--- src/sv/b64d_pkg.sv ---
`default_nettype none

package b64d_pkg;

	localparam int unsigned QUEUE_DEPTH = 4;
	localparam int unsigned SEXTET_W    = 6;
	localparam int unsigned BUF_W       = 18;

	localparam logic [7:0] CH_UPPER_A = 8'h41;
	localparam logic [7:0] CH_UPPER_Z = 8'h5A;
	localparam logic [7:0] CH_LOWER_A = 8'h61;
	localparam logic [7:0] CH_LOWER_Z = 8'h7A;
	localparam logic [7:0] CH_ZERO    = 8'h30;
	localparam logic [7:0] CH_ONE     = 8'h31;
	localparam logic [7:0] CH_NINE    = 8'h39;
	localparam logic [7:0] CH_PLUS    = 8'h2B;
	localparam logic [7:0] CH_SLASH   = 8'h2F;
	localparam logic [7:0] CH_PAD     = 8'h3D;

	localparam logic [1:0] CNT_TWO   = 2'd2;
	localparam logic [1:0] CNT_THREE = 2'd3;

	typedef struct packed {
		logic             bad;
		logic [SEXTET_W-1:0] value;
	} sextet_t;

	typedef struct packed {
		logic [2:0][7:0] data;
		logic [1:0]      last_idx;
		logic            has_byte;
		logic            is_end;
		logic            stopped;
	} job_t;

	function automatic sextet_t map_char(input logic [7:0] c);
		sextet_t r;
		r.bad   = 1'b0;
		r.value = '0;
		if (c >= CH_UPPER_A && c <= CH_UPPER_Z) begin
			r.value = SEXTET_W'(CH_UPPER_Z - c);
		end else if (c >= CH_LOWER_A && c <= CH_LOWER_Z) begin
			r.value = SEXTET_W'(8'd26 + (CH_LOWER_Z - c));
		end else if (c == CH_ZERO) begin
			r.value = SEXTET_W'(52);
		end else if (c >= CH_ONE && c <= CH_NINE) begin
			r.value = SEXTET_W'(8'd53 + (CH_NINE - c));
		end else if (c == CH_PLUS) begin
			r.value = SEXTET_W'(62);
		end else if (c == CH_SLASH) begin
			r.value = SEXTET_W'(63);
		end else begin
			r.bad = 1'b1;
		end
		return r;
	endfunction

endpackage

`default_nettype wire

--- src/sv/b64d_char_if.sv ---
`default_nettype none

interface b64d_char_if;
	logic       valid;
	logic       ready;
	logic [7:0] char_in;
	logic       char_last;

	modport source (output valid, output char_in, output char_last, input ready);
	modport sink   (input valid, input char_in, input char_last, output ready);
endinterface

`default_nettype wire

--- src/sv/b64d_byte_if.sv ---
`default_nettype none

interface b64d_byte_if;
	logic       valid;
	logic       ready;
	logic [7:0] data_byte;
	logic       byte_valid;
	logic       message_end;
	logic       stopped_early;

	modport source (output valid, output data_byte, output byte_valid, output message_end,
		output stopped_early, input ready);
	modport sink   (input valid, input data_byte, input byte_valid, input message_end,
		input stopped_early, output ready);
endinterface

`default_nettype wire

--- src/sv/b64d_front.sv ---
`default_nettype none

module b64d_front (
	input  wire logic          clk,
	input  wire logic          arst_n,
	b64d_char_if.sink          chars,
	input  wire logic          queue_full,
	output b64d_pkg::job_t     job,
	output logic               job_push
);

	logic [b64d_pkg::BUF_W-1:0] buf_q, buf_n;
	logic [1:0]                 cnt_q, cnt_n;
	logic                       halted_q, halted_n;
	b64d_pkg::sextet_t          sx;
	logic                       bad;
	logic                       grp;
	logic                       accept;
	logic [23:0]                g;

	assign chars.ready = !queue_full;
	assign accept      = chars.valid && !queue_full;

	always_comb begin
		sx  = b64d_pkg::map_char(chars.char_in);
		bad = sx.bad || (chars.char_in == b64d_pkg::CH_PAD);
		grp = !halted_q && !bad && (cnt_q == b64d_pkg::CNT_THREE);
		g   = {buf_q, sx.value};

		buf_n    = buf_q;
		cnt_n    = cnt_q;
		halted_n = halted_q;
		if (!halted_q) begin
			if (bad) begin
				halted_n = 1'b1;
			end else if (grp) begin
				buf_n = '0;
				cnt_n = '0;
			end else begin
				buf_n = {buf_q[b64d_pkg::BUF_W-b64d_pkg::SEXTET_W-1:0], sx.value};
				cnt_n = cnt_q + 2'd1;
			end
		end

		job.data     = '0;
		job.last_idx = '0;
		job.has_byte = 1'b0;
		job.is_end   = chars.char_last;
		job.stopped  = halted_n;
		if (grp) begin
			job.data[0]  = g[23:16];
			job.data[1]  = g[15:8];
			job.data[2]  = g[7:0];
			job.last_idx = 2'd2;
			job.has_byte = 1'b1;
		end else begin
			case (cnt_n)
				b64d_pkg::CNT_TWO: begin
					job.data[0]  = buf_n[11:4];
					job.has_byte = 1'b1;
				end
				b64d_pkg::CNT_THREE: begin
					job.data[0]  = buf_n[17:10];
					job.data[1]  = buf_n[9:2];
					job.last_idx = 2'd1;
					job.has_byte = 1'b1;
				end
				default: begin
					job.has_byte = 1'b0;
				end
			endcase
		end
		job_push = accept && (grp || chars.char_last);
	end

	always_ff @(posedge clk or negedge arst_n) begin
		if (!arst_n) begin
			buf_q    <= '0;
			cnt_q    <= '0;
			halted_q <= 1'b0;
		end else if (accept) begin
			if (chars.char_last) begin
				buf_q    <= '0;
				cnt_q    <= '0;
				halted_q <= 1'b0;
			end else begin
				buf_q    <= buf_n;
				cnt_q    <= cnt_n;
				halted_q <= halted_n;
			end
		end
	end

endmodule

`default_nettype wire

--- src/sv/b64d_queue.sv ---
`default_nettype none

module b64d_queue #(
	parameter int unsigned QDEPTH = b64d_pkg::QUEUE_DEPTH
) (
	input  wire logic           clk,
	input  wire logic           arst_n,
	input  wire logic           push,
	input  wire b64d_pkg::job_t push_job,
	output logic                full,
	input  wire logic           pop,
	output logic                head_valid,
	output b64d_pkg::job_t      head_job
);

	localparam int unsigned AW = (QDEPTH > 1) ? $clog2(QDEPTH) : 1;
	localparam int unsigned CW = $clog2(QDEPTH + 1);

	b64d_pkg::job_t  mem_q [QDEPTH];
	logic [AW-1:0]   wr_q, rd_q;
	logic [CW-1:0]   cnt_q;
	logic            do_push, do_pop;

	assign full       = (cnt_q == CW'(QDEPTH));
	assign head_valid = (cnt_q != '0);
	assign head_job   = mem_q[rd_q];
	assign do_push    = push && !full;
	assign do_pop     = pop && head_valid;

	always_ff @(posedge clk) begin
		if (do_push) begin
			mem_q[wr_q] <= push_job;
		end
	end

	always_ff @(posedge clk or negedge arst_n) begin
		if (!arst_n) begin
			wr_q  <= '0;
			rd_q  <= '0;
			cnt_q <= '0;
		end else begin
			if (do_push) begin
				wr_q <= (wr_q == AW'(QDEPTH - 1)) ? '0 : wr_q + AW'(1);
			end
			if (do_pop) begin
				rd_q <= (rd_q == AW'(QDEPTH - 1)) ? '0 : rd_q + AW'(1);
			end
			case ({do_push, do_pop})
				2'b10:   cnt_q <= cnt_q + CW'(1);
				2'b01:   cnt_q <= cnt_q - CW'(1);
				default: cnt_q <= cnt_q;
			endcase
		end
	end

endmodule

`default_nettype wire

--- src/sv/b64d_back.sv ---
`default_nettype none

module b64d_back (
	input  wire logic           clk,
	input  wire logic           arst_n,
	input  wire logic           head_valid,
	input  wire b64d_pkg::job_t head_job,
	output logic                pop,
	b64d_byte_if.source         decoded
);

	logic       out_valid_q;
	logic [7:0] data_q;
	logic       bvalid_q;
	logic       end_q;
	logic       stop_q;
	logic [1:0] idx_q;
	logic       advance;
	logic       load;
	logic       final_res;

	assign advance   = !out_valid_q || decoded.ready;
	assign load      = advance && head_valid;
	assign final_res = (idx_q == head_job.last_idx);
	assign pop       = load && final_res;

	assign decoded.valid         = out_valid_q;
	assign decoded.data_byte     = data_q;
	assign decoded.byte_valid    = bvalid_q;
	assign decoded.message_end   = end_q;
	assign decoded.stopped_early = stop_q;

	always_ff @(posedge clk) begin
		if (load) begin
			data_q   <= head_job.has_byte ? head_job.data[idx_q] : 8'd0;
			bvalid_q <= head_job.has_byte;
			end_q    <= head_job.is_end && final_res;
			stop_q   <= head_job.stopped;
		end
	end

	always_ff @(posedge clk or negedge arst_n) begin
		if (!arst_n) begin
			out_valid_q <= 1'b0;
			idx_q       <= '0;
		end else begin
			if (advance) begin
				out_valid_q <= head_valid;
			end
			if (load) begin
				idx_q <= final_res ? 2'd0 : idx_q + 2'd1;
			end
		end
	end

endmodule

`default_nettype wire

--- src/sv/base64_stream_decoder_unit.sv ---
`default_nettype none

// channel   dir  payload                                         handshake
// chars     in   char_in[7:0], char_last                         valid/ready
// decoded   out  data_byte[7:0], byte_valid, message_end,        valid/ready
//                stopped_early
//
// One character is taken per cycle; ready drops only when the job queue is full.
// Each character yields zero to three results, sent one per cycle from the output register while decoded.ready is high.
// No message gives more results than characters, so groups and flushes sustain one
// character per cycle; only output back-pressure fills the queue and stalls input.
// An accepted character's first result passes through the job queue and then the output register.
// Reset clears decoder state, queue pointers and the output valid flag.

module base64_stream_decoder_unit #(
	parameter int unsigned QDEPTH = b64d_pkg::QUEUE_DEPTH
) (
	input  wire logic    clk,
	input  wire logic    arst_n,
	b64d_char_if.sink    chars,
	b64d_byte_if.source  decoded
);

	b64d_pkg::job_t job, head_job;
	logic           job_push, queue_full, head_valid, pop;

	b64d_front u_front (
		.clk        (clk),
		.arst_n     (arst_n),
		.chars      (chars),
		.queue_full (queue_full),
		.job        (job),
		.job_push   (job_push)
	);

	b64d_queue #(
		.QDEPTH (QDEPTH)
	) u_queue (
		.clk        (clk),
		.arst_n     (arst_n),
		.push       (job_push),
		.push_job   (job),
		.full       (queue_full),
		.pop        (pop),
		.head_valid (head_valid),
		.head_job   (head_job)
	);

	b64d_back u_back (
		.clk        (clk),
		.arst_n     (arst_n),
		.head_valid (head_valid),
		.head_job   (head_job),
		.pop        (pop),
		.decoded    (decoded)
	);

endmodule

`default_nettype wire

--- src/flat_wrapper.sv ---
// flat-port wrapper written by rule: the top's interface ports become plain ports
module base64_stream_decoder_unit_flat 
#(
	parameter int unsigned QDEPTH = b64d_pkg::QUEUE_DEPTH
)
  (clk, arst_n, chars_valid, chars_char_in, chars_char_last, chars_ready, decoded_valid, decoded_data_byte, decoded_byte_valid, decoded_message_end, decoded_stopped_early, decoded_ready);
  b64d_char_if chars_i ();
  b64d_byte_if decoded_i ();
  input  wire logic clk;
  input  wire logic arst_n;
  input wire logic [$bits(chars_i.valid)-1:0] chars_valid;
  input wire logic [$bits(chars_i.char_in)-1:0] chars_char_in;
  input wire logic [$bits(chars_i.char_last)-1:0] chars_char_last;
  output wire logic [$bits(chars_i.ready)-1:0] chars_ready;
  output wire logic [$bits(decoded_i.valid)-1:0] decoded_valid;
  output wire logic [$bits(decoded_i.data_byte)-1:0] decoded_data_byte;
  output wire logic [$bits(decoded_i.byte_valid)-1:0] decoded_byte_valid;
  output wire logic [$bits(decoded_i.message_end)-1:0] decoded_message_end;
  output wire logic [$bits(decoded_i.stopped_early)-1:0] decoded_stopped_early;
  input wire logic [$bits(decoded_i.ready)-1:0] decoded_ready;
  assign chars_i.valid = chars_valid;
  assign chars_i.char_in = chars_char_in;
  assign chars_i.char_last = chars_char_last;
  assign chars_ready = chars_i.ready;
  assign decoded_valid = decoded_i.valid;
  assign decoded_data_byte = decoded_i.data_byte;
  assign decoded_byte_valid = decoded_i.byte_valid;
  assign decoded_message_end = decoded_i.message_end;
  assign decoded_stopped_early = decoded_i.stopped_early;
  assign decoded_i.ready = decoded_ready;
  base64_stream_decoder_unit #(.QDEPTH(QDEPTH)) u_core (.clk(clk), .arst_n(arst_n), .chars(chars_i), .decoded(decoded_i));
endmodule
--- config.mk ---
export PLATFORM = sky130hd
export DESIGN_NAME = base64_stream_decoder_unit_flat
export DESIGN_NICKNAME = d
export VERILOG_FILES = /design/src/sv/b64d_pkg.sv /design/src/sv/b64d_char_if.sv /design/src/sv/b64d_byte_if.sv /design/src/sv/b64d_front.sv /design/src/sv/b64d_queue.sv /design/src/sv/b64d_back.sv /design/src/sv/base64_stream_decoder_unit.sv /design/src/flat_wrapper.sv
export SDC_FILE = /design/constraint.sdc
export NUM_CORES = 1
export LEC_CHECK = 0
export BUFFER_PORTS_ARGS = -buffer_cell sky130_fd_sc_hd__buf_2
export CORE_UTILIZATION = 50
export DETAILED_ROUTE_END_ITERATION = 16
export GPL_TIMING_DRIVEN = 0
export PLACE_DENSITY = 0.78
export SYNTH_ARGS = -nofsm -noshare
export SYNTH_HDL_FRONTEND = slang
export SYNTH_SLANG_ARGS = --single-unit
--- constraint.sdc ---
create_clock -name clk -period 5.9 [get_ports clk]
set_clock_uncertainty 0.2 [all_clocks]
set_input_delay 0.295 -clock clk [delete_from_list [all_inputs] [get_ports clk]]
set_output_delay 0.295 -clock clk [all_outputs]
set_load 0.05 [all_outputs]
---- Word level (Yosys, flattened, before mapping) ----
Memory sizes are Yosys's and may differ from the RTL's.
Index checks and enable logic that the tools add are counted.
word-level totals
  output and inout port bits .............. 13
  bits in registers ....................... 42
  bits of input ports ..................... 13
  word-level logic and storage cells ...... 107
  memory bits (read-only) ................. 0
  memories kept ........................... 1
  RAM bits ................................ 116
  latch bits .............................. 0
memory list
  name                  words  width  rd ports  clocked after memory_dff  wr ports  line              source
  u_core.u_queue.mem_q  4      29     1         0                         1         b64d_queue.sv:19  b64d_pkg::job_t mem_q [QDEPTH];
cells by class
  shifts and indexed selects .............. 0
  equality and inequality tests ........... 15
  $mul .................................... 0
  div/mod/pow operators ................... 0
  muxes and demuxes ....................... 37
  reductions and logical operators ........ 23
  bitwise operators ....................... 0
  order comparisons ....................... 7
  add/sub/neg operators ................... 11
operators with widths
  cell                                                                               number
  18-bit two-way mux                                                                 4
  6-bit two-way mux                                                                  6
  8-bit by 6-bit equality test with 1-bit output (second input constant)             4
  8-bit two-way mux                                                                  3
  19-bit two-way mux                                                                 1
  8-bit binary-select mux with 2-bit select                                          1
  8-bit by 7-bit >= comparator with 1-bit output (second input constant)             2
  8-bit by 7-bit less-or-equal comparator with 1-bit output (second input constant)  2
  8-bit one-hot mux with 2 select lines                                              1
  2-bit two-way mux                                                                  7
  1-bit two-way mux                                                                  13
  2-bit equality test (second input constant)                                        6
  1-bit logical AND                                                                  12
  6-bit subtractor (first input constant)                                            2
  2-bit by 1-bit adder with 2-bit output (second input constant)                     4
  8-bit by 6-bit >= comparator with 1-bit output (second input constant)             1
  8-bit by 6-bit less-or-equal comparator with 1-bit output (second input constant)  1
  5-bit by 6-bit adder with 6-bit output (first input constant)                      1
  6-bit adder (first input constant)                                                 1
  3-bit one-hot mux with 2 select lines                                              1
  5-bit by 6-bit subtractor with 6-bit output (first input constant)                 1
  1-bit logical NOT                                                                  4
  2-bit != test (second input constant)                                              2
  3-bit by 1-bit adder with 3-bit output (second input constant)                     1
  other kinds (10)                                                                   12

---- Logic depth before layout (Yosys ltp) ----
  word-level depth ........................ 18
  depth in mapped cells ................... 15
  gate-level depth less buffers ........... 14

---- Hierarchy ----
Synthesis repeated with hierarchy kept, for this count alone.
second synthesis, totals
  cells, all modules ...................... 474
  area, all modules ....................... 7,186.9 sq um
modules (own cells, without submodules)
  module      sequential area each (sq um)  cells each  area an instance (sq um)  instances
  b64d_queue  3,658.5                       191         4,648.2                   1
  b64d_front  525.5                         217         1,786.7                   1
  b64d_back   405.4                         66          752.0                     1

---- Least setup slack after synthesis ----
OpenSTA, ideal clock, no wires.
  path type ............................... input port to flip-flop
  start ................................... input port chars_char_in[0]
  end ..................................... register u_core.u_queue.cnt_q[2]
  library setup time ...................... 0.079 ns
  arrival ................................. 3.024 ns
  setup slack ............................. 2.597 ns
  path buffers ............................ 1
  required time ........................... 5.621 ns
  cell stages on the path ................. 15
  cells stage by stage .................... inv_1 -> ha_1 -> or3b_4 -> o311ai_4 -> o211ai_2 -> o211ai_2 -> buf_4 -> a21oi_2 -> inv_1 -> ha_1 -> inv_1 -> fa_1 -> xor2_1 -> nor2_1 -> xor2_1
between the ends
  longest elaborated chain between the ends .. 16
  elaborated cells on any way between the ends .. 30
  those cells by class .................... order compare (6); eq/ne (6); mux (7); reduce/logical (11)
RTL lines
  what                                                                                                    line                source
  from (decl)                                                                                             flat_wrapper.sv:12  input wire logic [$bits(chars_i.char_in)-1:0] chars_char_in;
  parallel branches: the longest is 7 deep, another holds 8-bit by 6-bit >= comparator with 1-bit output  --
  1-bit logical OR *                                                                                      b64d_front.sv:26    bad = sx.bad || (chars.char_in == b64d_pkg::CH_PAD);
  1-bit logical NOT *                                                                                     b64d_front.sv:27    grp = !halted_q && !bad && (cnt_q == b64d_pkg::CNT_THREE);
  1-bit logical AND * (2 in series)                                                                       b64d_front.sv:27
  1-bit logical OR *                                                                                      b64d_front.sv:73    job_push = accept && (grp || chars.char_last);
  1-bit logical AND *                                                                                     b64d_front.sv:73
  1-bit logical AND *                                                                                     b64d_queue.sv:27    assign do_push = push && !full;
  2-bit by 1-bit equality test with 1-bit output or 2-bit equality test (tied branches)                   b64d_queue.sv:48    case ({do_push, do_pop})
  3-bit one-hot mux with 2 select lines or 2-bit nonzero test (tied branches)                             --
  to (signal assigned)                                                                                    b64d_queue.sv:49    2'b10: cnt_q <= cnt_q + CW'(1);
  to (signal assigned)                                                                                    b64d_queue.sv:50    2'b01: cnt_q <= cnt_q - CW'(1);
  to (signal assigned)                                                                                    b64d_queue.sv:51    default: cnt_q <= cnt_q;
  to (decl)                                                                                               b64d_queue.sv:21    logic [CW-1:0] cnt_q;
Mark *: on every way between the ends.
A chain may end at the register's enable or synchronous reset.

---- Final worst setup path ----
Ends and elaborated chain as after synthesis.

==> metrics.csv <==
metric,value,unit
status,"finished, final reports clean",
area growth from synthesis to layout,14.0,%
Final min period,3.47,ns
initial antenna violation count,0,
HPWL after DPL,9.91,mm
Fmax,0.288,GHz
ANT nets after route,0,
Clock Tree Buf Depth,2,
LEAKAGE,3.05,nW
Hold WS,0.166,ns
WP data arrival,3.62,ns
critical path class,primary input to flop,
Power Dens Cells,449,nW/µm²
# resized after CTS,0,
crit end category,flop,
routability cong.,0.889,
antenna diode count,0,
Port Buffers,24,
GRT busiest layer,met2,
fraction of final layout cells sized beyond drive strength 1,0.227,
unrepaired setup endpoints after global routing,no,
critical path launch point,chars_char_in[0],
later-pin clock latency in the skew report,0.42,ns
FF-to-FF Start,u_core.u_queue.rd_q[0],
CTS tree,yes,
Sum Neg Setup Slack,0,ns
"EDFF count, synth",127,
Worst Tran Pin Value,0.889,ns
GR Util met3,0.0390,
post-CTS setup buffers,0,
Syn Area/Cell,15.7,µm²
Post-Route WL,14.9,mm
Core Region,13900,µm²
largest net degree at the start of global routing,32,
final cycle utilization of the critical path,0.589,
Clock Pin Slew Worst Setup and Hold Paths,0.06,ns
CTS root buffer,clkbuf_16,
Max VDD drop,196,µV
row count,43,
Die ar.,14700,µm²
Mapped Area,7100,µm²
hold buffer count at CTS,3,
drt first pass iters,5,
"Slew Viols, Final",0,
H-tree Lvls,4,
Hold Path Origin,chars_valid,
Cells after Synth,452,
vias in the first global route,4367,
# DRC,0,
drt wl/cell,21.5,µm
sequential cell area fraction in the yosys report,0.646,
initial DRC count,445,
grt met1 use,0.291,
GRT Resource Usage Total,0.224,
Async SR Flop Fraction,0.196,
ys flop type,edfxtp_1,
first-pass GRT wire length,24.1,mm
Netlist cell types,63,
via total after detailed routing,4239,
final core occ,0.583,
Finish-stage setup viols,0,
die height,121,µm
Fin. Hold Viols,0,
Max-slew headroom,0.407,
Yosys reg bits,158,
Ports,26,
CP Launch Type,primary input,
met2 usage,0.368,
Via density,6.13,
synth warn,0,
Worst EP required,6.04,ns
die width,121,µm
CTS Buf Count,17,
Sink Count,158,
fin nets,525,
pre-CTS WS,2.00,ns
critical path peak fanout,10,
Synth Net Count,478,
Initial Util,0.512,
post-route setup slack,2.43,ns
maxcap violations,0,
grt total ovfl,0,
Worst Hold Class,primary input to flop,
==> report_power, final <==
part / total, mW / internal, mW / switching, mW
sequential: 1.46 / 1.39 / 0.0674
clock: 1.12 / 0.679 / 0.441
combinational: 1.06 / 0.401 / 0.662
==> layout by cell type (no fill, tap or decap), drive strengths merged, types with 4 or more instances in the layout <==
master	synthesis	layout
buf	14	39
nand2	19	19
clkbuf	5	24
nor2b	4	4
a22o	20	20
dfrtp	31	31
mux2i	10	10
xnor2	7	7
a21o	4	4
o22ai	11	11
edfxtp	127	127
and2	14	14
nor2	14	14
mux2	5	5
a31oi	4	4
o211ai	6	6
o2bb2ai	4	4
clkinv	0	6
a21oi	9	9
ha	12	12
o21ai	11	11
inv	35	38
a221o	5	5
mux4	29	29
nor3	7	7
nand3	7	7
==> synth_stat cells, drive strengths merged, types with 11 or more instances <==
master / instances / area [µm²]
a22o: 20 / 175
and2: 14 / 87.6
buf: 14 / 100
dfrtp: 31 / 776
edfxtp: 127 / 3810
ha: 12 / 150
inv: 35 / 134
mux4: 29 / 653
nand2: 19 / 71.3
nor2: 14 / 55.1
o21ai: 11 / 58.8
o22ai: 11 / 68.8
==> layout make-up <==
type,instances,area (µm²)
Tap cell,180,225
Buffer,19,119
Inverter,35,134
Clock buffer,19,443
Sequential cell,158,4590
Fill cell,1043,5780
Multi-Input combinational cell,240,2270
Clock inverter,13,163
Timing Repair Buffer,28,158
==> worst paths after layout <==
path / to / slack [ns] / depth (start not counted)
worst min-delay path: u_core.u_front.halted_q / 0.17 / 4
min in group asynchronous: u_core.u_queue.cnt_q[2] / 0.30 / 2
worst max-delay path: u_core.u_queue.cnt_q[2] / 2.43 / 16
max in group asynchronous: u_core.u_front.buf_q[14] / 4.70 / 2
worst min register to register: u_core.u_front.halted_q / 0.29 / 2
worst max register to register: u_core.u_queue.cnt_q[2] / 2.79 / 10
==> registers in the layout, indices dropped and copies added (netlist names), 2 cells and up <==
name and cells:
u_core.u_queue.mem_q 116, u_core.u_queue.cnt_q 3, u_core.u_back.idx_q 2, u_core.u_front.cnt_q 2, u_core.u_queue.wr_q 2, u_core.u_queue.rd_q 2, u_core.u_front.buf_q 18, u_core.u_back.decoded.data_byte 8
==> per-stage QoR <==
step / instances / power [mW] / instance area (µm²)
4_1_cts: 692 / 3.66 / 8100
5_1_grt: 692 / 3.79 / 8100
6_report: 692 / 3.64 / 8100
2_1_floorplan: 452 / 2.27 / 7100
3_5_place_dp: 657 / 2.55 / 7460
3_3_place_gp: 656 / 2.50 / 7450
==> critical path: stages <==
cell      delay [ns]
buf_2           0.16
inv_1           0.09
ha_1            0.23
or3b_4          0.42
o311ai_4        0.39
o211ai_2        0.24
o211ai_2        0.22
buf_4           0.24
a21oi_2         0.13
inv_1           0.08
ha_1            0.19
inv_1           0.07
fa_1            0.42
xor2_1          0.15
nor2_1          0.12
xor2_1          0.16
==> kinds of logic (layout without fill, tap and decap cells) <==
kind of cell,Yosys count,after routing,share of synthesized area
multiplexers,44,44,0.114
flip-flops,158,158,0.646
AND/OR/NAND/NOR,77,77,0.0578
buffers and inverters,54,114,0.0356
adder cells (fa/ha/maj),13,13,0.0240
XOR/XNOR,9,9,0.0111
AO/OA/AOI/OAI,97,97,0.112
==> per-layer routing <==
layer | vias up | part of all wire
met5 | - | 0
met4 | 0 | 0.030
met3 | 34 | 0.059
met2 | 172 | 0.51
met1 | 2159 | 0.40
li1 | 1874 | -
(Power assumes the default switching activity.)
